<file path="config.mk">
export PLATFORM = sky130hd
export DESIGN_NAME = xor_parity_fec_encoder_unit
export DESIGN_NICKNAME = d
export VERILOG_FILES = /design/src/rtl/xpfec_pkg.sv /design/src/rtl/xpfec_ctrl.sv /design/src/rtl/xpfec_dp.sv /design/src/rtl/xor_parity_fec_encoder_unit.sv
export SDC_FILE = /design/constraint.sdc
export NUM_CORES = 2
export LEC_CHECK = 0
export ABC_AREA = 1
export BUFFER_PORTS_ARGS = -buffer_cell sky130_fd_sc_hd__buf_2
export CAP_MARGIN = 30
export CORE_ASPECT_RATIO = 1.2
export CORE_MARGIN = 3
export CORE_UTILIZATION = 49
export CTS_CLUSTER_DIAMETER = 40
export DETAILED_ROUTE_END_ITERATION = 10
export MAX_ROUTING_LAYER = met4
export PLACE_DENSITY = 0.74
export SLEW_MARGIN = 20
export SYNTH_ARGS = -nofsm -noshare
export SYNTH_HDL_FRONTEND = slang
export SYNTH_SLANG_ARGS = --single-unit
</file>
<file path="constraint.sdc">
create_clock -name clk -period 5.8 [get_ports clk]
set_input_delay 0.87 -clock clk [delete_from_list [all_inputs] [get_ports clk]]
set_output_delay 0.87 -clock clk [all_outputs]
set_load 0.02 [all_outputs]
</file>
<file path="src/rtl/xpfec_pkg.sv">
// Shared types and constants for the XOR parity FEC encoder.
package xpfec_pkg;

	// Group marker held before the first packet has been seen.
	localparam logic [15:0] NO_GROUP = 16'hFFFF;

	// Result kinds carried on item_kind.
	localparam logic KIND_DATA   = 1'b0;
	localparam logic KIND_PARITY = 1'b1;

	// Commands from the controller to the datapath, at most one per cycle.
	typedef struct packed {
		logic accept;     // take an input word and read its parity slot
		logic div1;       // reciprocal multiply, estimate of the group
		logic div2;       // back-multiply, remainder estimate
		logic div3;       // correct quotient, update group and restart flag
		logic emit_data;  // update parity slot and load the data result
		logic par_read;   // read the next parity slot
		logic emit_par;   // load a parity result
	} xpfec_cmd_t;

	// Status from the datapath to the controller.
	typedef struct packed {
		logic pos_zero;   // next input word opens a packet
		logic group_end;  // current word is the last of a group's last packet
		logic out_free;   // the result register can take a word this cycle
		logic par_last;   // parity index is on the final slot
	} xpfec_sts_t;

endpackage

</file>
<file path="src/rtl/xpfec_ctrl.sv">
// Controller state machine for the XOR parity FEC encoder.
module xpfec_ctrl (
	input  logic                clk,
	input  logic                arst_n,
	input  logic                in_valid,
	output logic                in_stall,
	input  xpfec_pkg::xpfec_sts_t sts,
	output xpfec_pkg::xpfec_cmd_t cmd
);

	typedef enum logic [2:0] {
		S_IDLE,
		S_DIV1,
		S_DIV2,
		S_DIV3,
		S_WORD,
		S_PREAD,
		S_PEMIT
	} state_t;

	state_t state_q;
	state_t state_d;
	logic   in_stall_q;

	// Commands and next state follow from the current state and status.
	always_comb begin
		cmd     = '0;
		state_d = state_q;
		unique case (state_q)
			S_IDLE: begin
				if (in_valid) begin
					cmd.accept = 1'b1;
					state_d    = sts.pos_zero ? S_DIV1 : S_WORD;
				end
			end
			S_DIV1: begin
				cmd.div1 = 1'b1;
				state_d  = S_DIV2;
			end
			S_DIV2: begin
				cmd.div2 = 1'b1;
				state_d  = S_DIV3;
			end
			S_DIV3: begin
				cmd.div3 = 1'b1;
				state_d  = S_WORD;
			end
			S_WORD: begin
				if (sts.out_free) begin
					cmd.emit_data = 1'b1;
					state_d       = sts.group_end ? S_PREAD : S_IDLE;
				end
			end
			S_PREAD: begin
				cmd.par_read = 1'b1;
				state_d      = S_PEMIT;
			end
			S_PEMIT: begin
				if (sts.out_free) begin
					cmd.emit_par = 1'b1;
					state_d      = sts.par_last ? S_IDLE : S_PREAD;
				end
			end
			default: begin
				state_d = S_IDLE;
			end
		endcase
	end

	// State and the registered stall towards the sender.
	always_ff @(posedge clk or negedge arst_n) begin
		if (!arst_n) begin
			state_q    <= S_IDLE;
			in_stall_q <= 1'b0;
		end else begin
			state_q    <= state_d;
			in_stall_q <= (state_d != S_IDLE);
		end
	end

	assign in_stall = in_stall_q;

`ifndef SYNTH
	// Only one datapath command is issued in any cycle.
	assert property (@(posedge clk) disable iff (!arst_n)
		$onehot0({cmd.accept, cmd.div1, cmd.div2, cmd.div3,
			cmd.emit_data, cmd.par_read, cmd.emit_par}))
		else $error("xpfec_ctrl: more than one command in a cycle");

	// A result is only loaded when the result register has room.
	assert property (@(posedge clk) disable iff (!arst_n)
		(cmd.emit_data || cmd.emit_par) |-> sts.out_free)
		else $error("xpfec_ctrl: result loaded into a full register");

	// After a parity read the next cycle is spent in the emit state for that slot.
	assert property (@(posedge clk) disable iff (!arst_n)
		cmd.par_read |=> (state_q == S_PEMIT))
		else $error("xpfec_ctrl: parity read not followed by emit");
`endif

endmodule

</file>
<file path="src/rtl/xpfec_dp.sv">
// Datapath for the XOR parity FEC encoder: group divider, parity store, result register.
module xpfec_dp #(
	parameter int unsigned PAYLOAD_WORDS = 16,
	parameter int unsigned GROUP_SIZE    = 4
) (
	input  logic                  clk,
	input  logic                  arst_n,
	input  xpfec_pkg::xpfec_cmd_t cmd,
	output xpfec_pkg::xpfec_sts_t sts,
	input  logic [31:0]           sequence_number,
	input  logic [63:0]           payload_word,
	output logic                  out_valid,
	input  logic                  out_stall,
	output logic [31:0]           out_sequence,
	output logic [15:0]           group_number,
	output logic                  item_kind,
	output logic [63:0]           out_word,
	output logic                  packet_end,
	output logic                  run_last
);

	localparam int unsigned PosW  = (PAYLOAD_WORDS > 1) ? $clog2(PAYLOAD_WORDS) : 1;
	localparam int unsigned LogG  = $clog2(GROUP_SIZE);
	localparam int unsigned RemW  = LogG + 1;
	localparam int unsigned Shift = 31 + LogG;
	localparam logic [63:0] Recip = (64'd1 << Shift) / GROUP_SIZE;
	localparam logic [PosW-1:0] LastPos = PosW'(PAYLOAD_WORDS - 1);

	// Packet tracking.
	logic [PosW-1:0] pos_q;
	logic [PosW-1:0] par_idx_q;
	logic [31:0]     seq_q;
	logic [63:0]     word_q;
	logic [15:0]     group_q;
	logic            restart_q;
	logic            rem_last_q;
	logic [31:0]     first_seq_q;

	// Divider intermediates.
	logic [31:0]     q0_q;
	logic [RemW-1:0] rem0_q;
	logic [63:0]     recip_prod;
	logic [31:0]     back_prod;
	logic            rem_corr;
	logic [31:0]     quot;
	logic [RemW-1:0] rem;

	// Parity store and its read port.
	logic [63:0]              mem_q [PAYLOAD_WORDS];
	logic [PAYLOAD_WORDS-1:0] vld_q;
	logic [63:0]              rd_q;
	logic                     rd_vld_q;
	logic                     rd_en;
	logic [PosW-1:0]          rd_addr;
	logic [63:0]              rd_word;
	logic [63:0]              wr_word;

	// Result register.
	logic        out_valid_q;
	logic [31:0] out_seq_q;
	logic [15:0] out_grp_q;
	logic        out_kind_q;
	logic [63:0] out_word_q;
	logic        out_pend_q;
	logic        out_last_q;

	logic last_word;

	// Status towards the controller.
	assign last_word     = (pos_q == LastPos);
	assign sts.pos_zero  = (pos_q == '0);
	assign sts.group_end = last_word && rem_last_q;
	assign sts.out_free  = !out_valid_q || !out_stall;
	assign sts.par_last  = (par_idx_q == LastPos);

	// Group number by reciprocal multiply, estimate is low by at most one.
	assign recip_prod = {32'd0, seq_q} * {32'd0, Recip[31:0]};
	assign back_prod  = q0_q * 32'(GROUP_SIZE);
	assign rem_corr   = (rem0_q >= RemW'(GROUP_SIZE));
	assign quot       = q0_q + {31'd0, rem_corr};
	assign rem        = rem_corr ? (rem0_q - RemW'(GROUP_SIZE)) : rem0_q;

	// Slots never written read as zero.
	assign rd_word = rd_vld_q ? rd_q : 64'd0;
	assign wr_word = restart_q ? word_q : (word_q ^ rd_word);
	assign rd_en   = cmd.accept || cmd.par_read;
	assign rd_addr = cmd.accept ? pos_q : par_idx_q;

	// Control state of the datapath.
	always_ff @(posedge clk or negedge arst_n) begin
		if (!arst_n) begin
			pos_q      <= '0;
			par_idx_q  <= '0;
			group_q    <= xpfec_pkg::NO_GROUP;
			restart_q  <= 1'b0;
			rem_last_q <= 1'b0;
			seq_q      <= '0;
		end else begin
			if (cmd.accept && (pos_q == '0)) begin
				seq_q <= sequence_number;
			end
			if (cmd.div3) begin
				restart_q  <= (quot[15:0] != group_q);
				group_q    <= quot[15:0];
				rem_last_q <= (rem == RemW'(GROUP_SIZE - 1));
			end
			if (cmd.emit_data) begin
				pos_q <= last_word ? '0 : pos_q + 1'b1;
			end
			if (cmd.emit_par) begin
				par_idx_q <= sts.par_last ? '0 : par_idx_q + 1'b1;
			end
		end
	end

	// Payload and divider registers.
	always_ff @(posedge clk) begin
		if (cmd.accept) begin
			word_q <= payload_word;
		end
		if (cmd.div1) begin
			q0_q <= 32'(recip_prod >> Shift);
		end
		if (cmd.div2) begin
			rem0_q <= RemW'(seq_q - back_prod);
		end
		if (cmd.emit_data) begin
			first_seq_q <= 32'(group_q) * 32'(GROUP_SIZE);
		end
	end

	// Parity store: one write and one registered read per cycle.
	always_ff @(posedge clk) begin
		if (cmd.emit_data) begin
			mem_q[pos_q] <= wr_word;
		end
		if (rd_en) begin
			rd_q <= mem_q[rd_addr];
		end
	end

	// Written flags for the parity slots.
	always_ff @(posedge clk or negedge arst_n) begin
		if (!arst_n) begin
			vld_q    <= '0;
			rd_vld_q <= 1'b0;
		end else begin
			if (cmd.emit_data) begin
				vld_q[pos_q] <= 1'b1;
			end
			if (rd_en) begin
				rd_vld_q <= vld_q[rd_addr];
			end
		end
	end

	// Result valid flag.
	always_ff @(posedge clk or negedge arst_n) begin
		if (!arst_n) begin
			out_valid_q <= 1'b0;
		end else if (cmd.emit_data || cmd.emit_par) begin
			out_valid_q <= 1'b1;
		end else if (!out_stall) begin
			out_valid_q <= 1'b0;
		end
	end

	// Result payload, loaded only when the register is free.
	always_ff @(posedge clk) begin
		if (cmd.emit_data) begin
			out_seq_q  <= seq_q;
			out_grp_q  <= group_q;
			out_kind_q <= xpfec_pkg::KIND_DATA;
			out_word_q <= word_q;
			out_pend_q <= last_word;
			out_last_q <= !sts.group_end;
		end else if (cmd.emit_par) begin
			out_seq_q  <= first_seq_q;
			out_grp_q  <= group_q;
			out_kind_q <= xpfec_pkg::KIND_PARITY;
			out_word_q <= rd_word;
			out_pend_q <= sts.par_last;
			out_last_q <= sts.par_last;
		end
	end

	assign out_valid    = out_valid_q;
	assign out_sequence = out_seq_q;
	assign group_number = out_grp_q;
	assign item_kind    = out_kind_q;
	assign out_word     = out_word_q;
	assign packet_end   = out_pend_q;
	assign run_last     = out_last_q;

`ifndef SYNTH
	// The reciprocal estimate leaves a remainder below twice the group size.
	assert property (@(posedge clk) disable iff (!arst_n)
		cmd.div3 |-> ((RemW + 1)'(rem0_q) < (RemW + 1)'(2 * GROUP_SIZE)))
		else $error("xpfec_dp: remainder estimate out of range");

	// A parity burst always starts from the first slot.
	assert property (@(posedge clk) disable iff (!arst_n)
		(cmd.emit_data && sts.group_end) |=> (par_idx_q == '0))
		else $error("xpfec_dp: parity burst does not start at slot zero");

	// The last word of a packet brings the word position back to zero.
	assert property (@(posedge clk) disable iff (!arst_n)
		(cmd.emit_data && last_word) |=> (pos_q == '0))
		else $error("xpfec_dp: word position not wrapped after last word");
`endif

endmodule

</file>
<file path="src/rtl/xor_parity_fec_encoder_unit.sv">
// Top level of the XOR parity FEC encoder: controller plus datapath.
//
// Input channel (in_valid/in_stall) carries one payload word per transfer;
// packets are runs of PAYLOAD_WORDS words, and sequence_number is sampled on
// the first word of each packet only. Output channel (out_valid/out_stall)
// carries data words and parity words, tagged by item_kind.
// Every input word yields one data word. The word that closes the last
// packet of a group is followed by a parity packet of PAYLOAD_WORDS words.
// The data word for the first word of a packet passes through the three-step
// group divider (DIV1, DIV2, DIV3) before it is loaded into the result
// register; other words go from acceptance straight to the result register.
// A new word is taken only once the last one's data word is loaded, and
// each parity word is read from the parity store and then loaded into the
// result register, the load waiting while the result register is full.
// Reset clears the controller, the word position and the parity store's
// written flags, so all slots read as zero; the group is set to no group.
// While the receiver stalls, the result register holds its word and the
// block stops at the next result; it raises in_stall while busy.
module xor_parity_fec_encoder_unit #(
	parameter int unsigned PAYLOAD_WORDS = 16,
	parameter int unsigned GROUP_SIZE    = 4
) (
	input  logic        clk,
	input  logic        arst_n,
	input  logic        in_valid,
	output logic        in_stall,
	input  logic [31:0] sequence_number,
	input  logic [63:0] payload_word,
	output logic        out_valid,
	input  logic        out_stall,
	output logic [31:0] out_sequence,
	output logic [15:0] group_number,
	output logic        item_kind,
	output logic [63:0] out_word,
	output logic        packet_end,
	output logic        run_last
);

	xpfec_pkg::xpfec_cmd_t cmd;
	xpfec_pkg::xpfec_sts_t sts;

	// Sequencing of each word and of the parity burst.
	xpfec_ctrl u_ctrl (
		.clk      (clk),
		.arst_n   (arst_n),
		.in_valid (in_valid),
		.in_stall (in_stall),
		.sts      (sts),
		.cmd      (cmd)
	);

	// Divider, parity store and result register.
	xpfec_dp #(
		.PAYLOAD_WORDS (PAYLOAD_WORDS),
		.GROUP_SIZE    (GROUP_SIZE)
	) u_dp (
		.clk             (clk),
		.arst_n          (arst_n),
		.cmd             (cmd),
		.sts             (sts),
		.sequence_number (sequence_number),
		.payload_word    (payload_word),
		.out_valid       (out_valid),
		.out_stall       (out_stall),
		.out_sequence    (out_sequence),
		.group_number    (group_number),
		.item_kind       (item_kind),
		.out_word        (out_word),
		.packet_end      (packet_end),
		.run_last        (run_last)
	);

endmodule
</file>
==> results.json <==
{
  "powerDensity_nw_per_um2": 568,
  "layout-area-overhead-vs-synth_pct": 13.9,
  "antenna_found_initial": 4,
  "irDropWorstVdd_v": 0.000496,
  "skew_ns": 0.0356,
  "drt_iter0_drc": 4056,
  "tightest_slew_ns": 1.01,
  "multi_input_area_um2": 12100,
  "min_period_ns": 3.50,
  "synth.avg_cell_area_um2": 13.2,
  "drive_above_1_share_pct": 15.3,
  "first_pass_iters": 6,
  "chipHeight_um": 374,
  "cts_htree_levels": 4,
  "clk_pin_slew_ns": 0.06,
  "wl_per_cell_um": 22.3,
  "synth.cell_area_um2": 55200,
  "cts_root_buffer": "clkbuf_16",
  "pin_count": 217,
  "setup_viol": 0,
  "cts_sinks": 1382,
  "synth.distinct_cells": 38,
  "die_w_um": 312,
  "grt_pass1_vias": 34000,
  "ant_nets": 0,
  "routed_wl_um": 132000,
  "cp.required_ns": 6.17,
  "post-route-util_pct": 56.4,
  "dieArea_um2": 117000,
  "fmax_ghz": 0.286,
  "setup_tns_ns": 0,
  "crit_path_start_kind": "flip-flop",
  "endpoint_kind": "flip-flop",
  "final_common_cell": "edfxtp_1",
  "status": "finished clean",
  "relSlewSlack_pct": 32.4,
  "maxCapViolCount": 0,
  "core_area_um2": 111000,
  "finalCritPeriodShare_pct": 60.3,
  "arrival_ns": 3.87,
  "grt_pass1_wl_um": 201000,
  "via_per_inst": 5.79,
  "gp_congestion": 0.876,
  "cts_resized": 0,
  "hold_class": "input pin to flip-flop",
  "initial_core_util_pct": 49.5,
  "final_cell_mix": "1301 x edfxtp_1, 523 x o21ai_0, 430 x nand2_1",
  "seqCellArea_um2": 41100,
  "clkLatencyLatePin_ns": 0.76,
  "dp_hpwl_um": 67900,
  "slew_violations": 0,
  "grt_usage_pct": 23.0,
  "fin_nets": 4448,
  "overflow": 0,
  "syn_nets": 4277,
  "syn_inst": 4170,
  "grt_max_degree": 138,
  "clock_path_buffers": 3,
  "cts_buffers": 146,
  "rsz0062_at_grt": "no",
  "synth-seq-area-share_pct": 74.5,
  "cts_tree": "done",
  "yosysWarnings": 0,
  "worst-setup-path-type": "flip-flop to flip-flop",
  "fillerInstances": 8524,
  "whs_ns": 0.286,
  "vias": 34400,
  "port_buffers": 216,
  "drc_errors": 0,
  "synth_seq_cells": 1382,
  "crit_fanout": 25,
  "rows": 134,
  "p_leak_nw": 21.7,
  "hold_violations": 0
}
-- cell type report --
type                            instances  area share [%]
Sequential cell                      1382            65.4
Multi-Input combinational cell       2259            19.2
Clock buffer                          171            6.18
Timing Repair Buffer                  279            3.01
Tap cell                             1496            2.98
Inverter                              273            1.65
Clock inverter                         87            1.56
Antenna cell                            4          0.0159
-- where the power goes --
group          switching, mW  internal, mW  total [mW]
Sequential             0.690          13.6        14.3
Combinational           8.65          3.37        12.0
Clock                   3.85          5.56        9.41
Total                   13.2          22.5        35.7
-- worst max-delay path, stage by stage, from the launching register on --
cell and delay [ns]:
dfrtp_1 0.45, nor2_4 0.17, inv_1 0.06, nor2_1 0.13, inv_1 0.10, nor2_4 0.38, nand2_1 0.45, nor2_4 0.78
buf_4 0.59
-- path summary, 6_finish.rpt --
kind,startpoint,end,slack (ns),cells after the start
worst min-delay path,payload_word[46],u_dp.word_q[46],0.29,1
worst max-delay path,u_ctrl.state_q[0],u_dp.mem_q[10][9],2.30,8
worst max register to register,u_ctrl.state_q[0],u_dp.mem_q[10][9],2.30,8
worst min register to register,u_dp.vld_q[3],u_dp.vld_q[3],0.46,2
min in group asynchronous,arst_n,u_dp.restart_q,0.58,2
max in group asynchronous,arst_n,u_dp.rd_vld_q,4.08,3
-- per-layer routing --
metal / GRT usage (%) / part of all wire, % / up-vias / routed length [um]
li1: - / - / 15500 / -
met1: 29.7 / 40 / 17000 / 52600
met2: 36.4 / 49 / 1688 / 64400
met3: 4.61 / 8.8 / 286 / 11700
met4: 8.16 / 2.8 / 0 / 3770
met5: - / 0 / - / 0
-- cells by family after synthesis --
group / Yosys count / synth area share [%]
compound gates: 1029 / 11.2
simple gates: 1152 / 9.06
fa+ha+maj: 7 / 0.159
buf+inv: 529 / 3.95
flops: 1382 / 74.5
xor+xnor: 71 / 1.15
-- metrics by stage --
step | instances | setup slack (ns) | power (mW) | instance area (um2)
detailed placement | 5684 | 1.87 | 26.3 | 57900
floorplan | 4170 | 1.02 | 22.4 | 55200
finish | 5951 | 2.30 | 35.7 | 62900
global route | 5949 | 2.07 | 37.5 | 62900
CTS | 5943 | 2.33 | 35.7 | 62800
global placement | 5683 | 1.99 | 26.0 | 57900
-- flip-flops by register name (all words and copies together) (netlist names), 3 cells and up --
register           count
u_dp.seq_q            32
u_dp.vld_q            16
u_ctrl.state_q         3
u_dp.mem_q          1024
u_dp.rem0_q            3
u_dp.word_q           64
u_dp.par_idx_q         4
u_dp.group_number     16
u_dp.pos_q             4
u_dp.q0_q             16
u_dp.group_q          16
u_dp.rd_q             64
u_dp.out_word         64
u_dp.out_sequence     32
u_dp.first_seq_q      16
-- synthesized netlist by cell type (all sizes together) --
cell / count / share of area [%]
a31oi: 1 / 0.011
nand2: 435 / 3.0
dfrtp: 64 / 2.9
xnor2: 64 / 1.0
xnor3: 1 / 0.041
inv: 273 / 1.9
a21oi: 1 / 0.0091
edfxtp: 1301 / 71
or2: 129 / 1.5
nand3b: 7 / 0.095
o2111ai: 1 / 0.016
nor3b: 1 / 0.014
buf: 127 / 1.2
o21bai: 38 / 0.52
clkbuf: 129 / 0.89
nand4: 8 / 0.091
ha: 7 / 0.16
nor2: 359 / 2.5
xor2: 6 / 0.095
dfxtp: 1 / 0.036
nand3: 211 / 1.9
o21a: 2 / 0.027
dfstp: 16 / 0.76
o21ai: 630 / 5.7
o211ai: 356 / 4.8
nor3: 2 / 0.018
-- what timing repair did --
action                                  CTS  global route
setup buffers                             0             0
hold buffers                              1             0
endpoints found under the hold margin     7             0
endpoints found under the setup margin    0             0
Power figures use the tool's default switching activity.
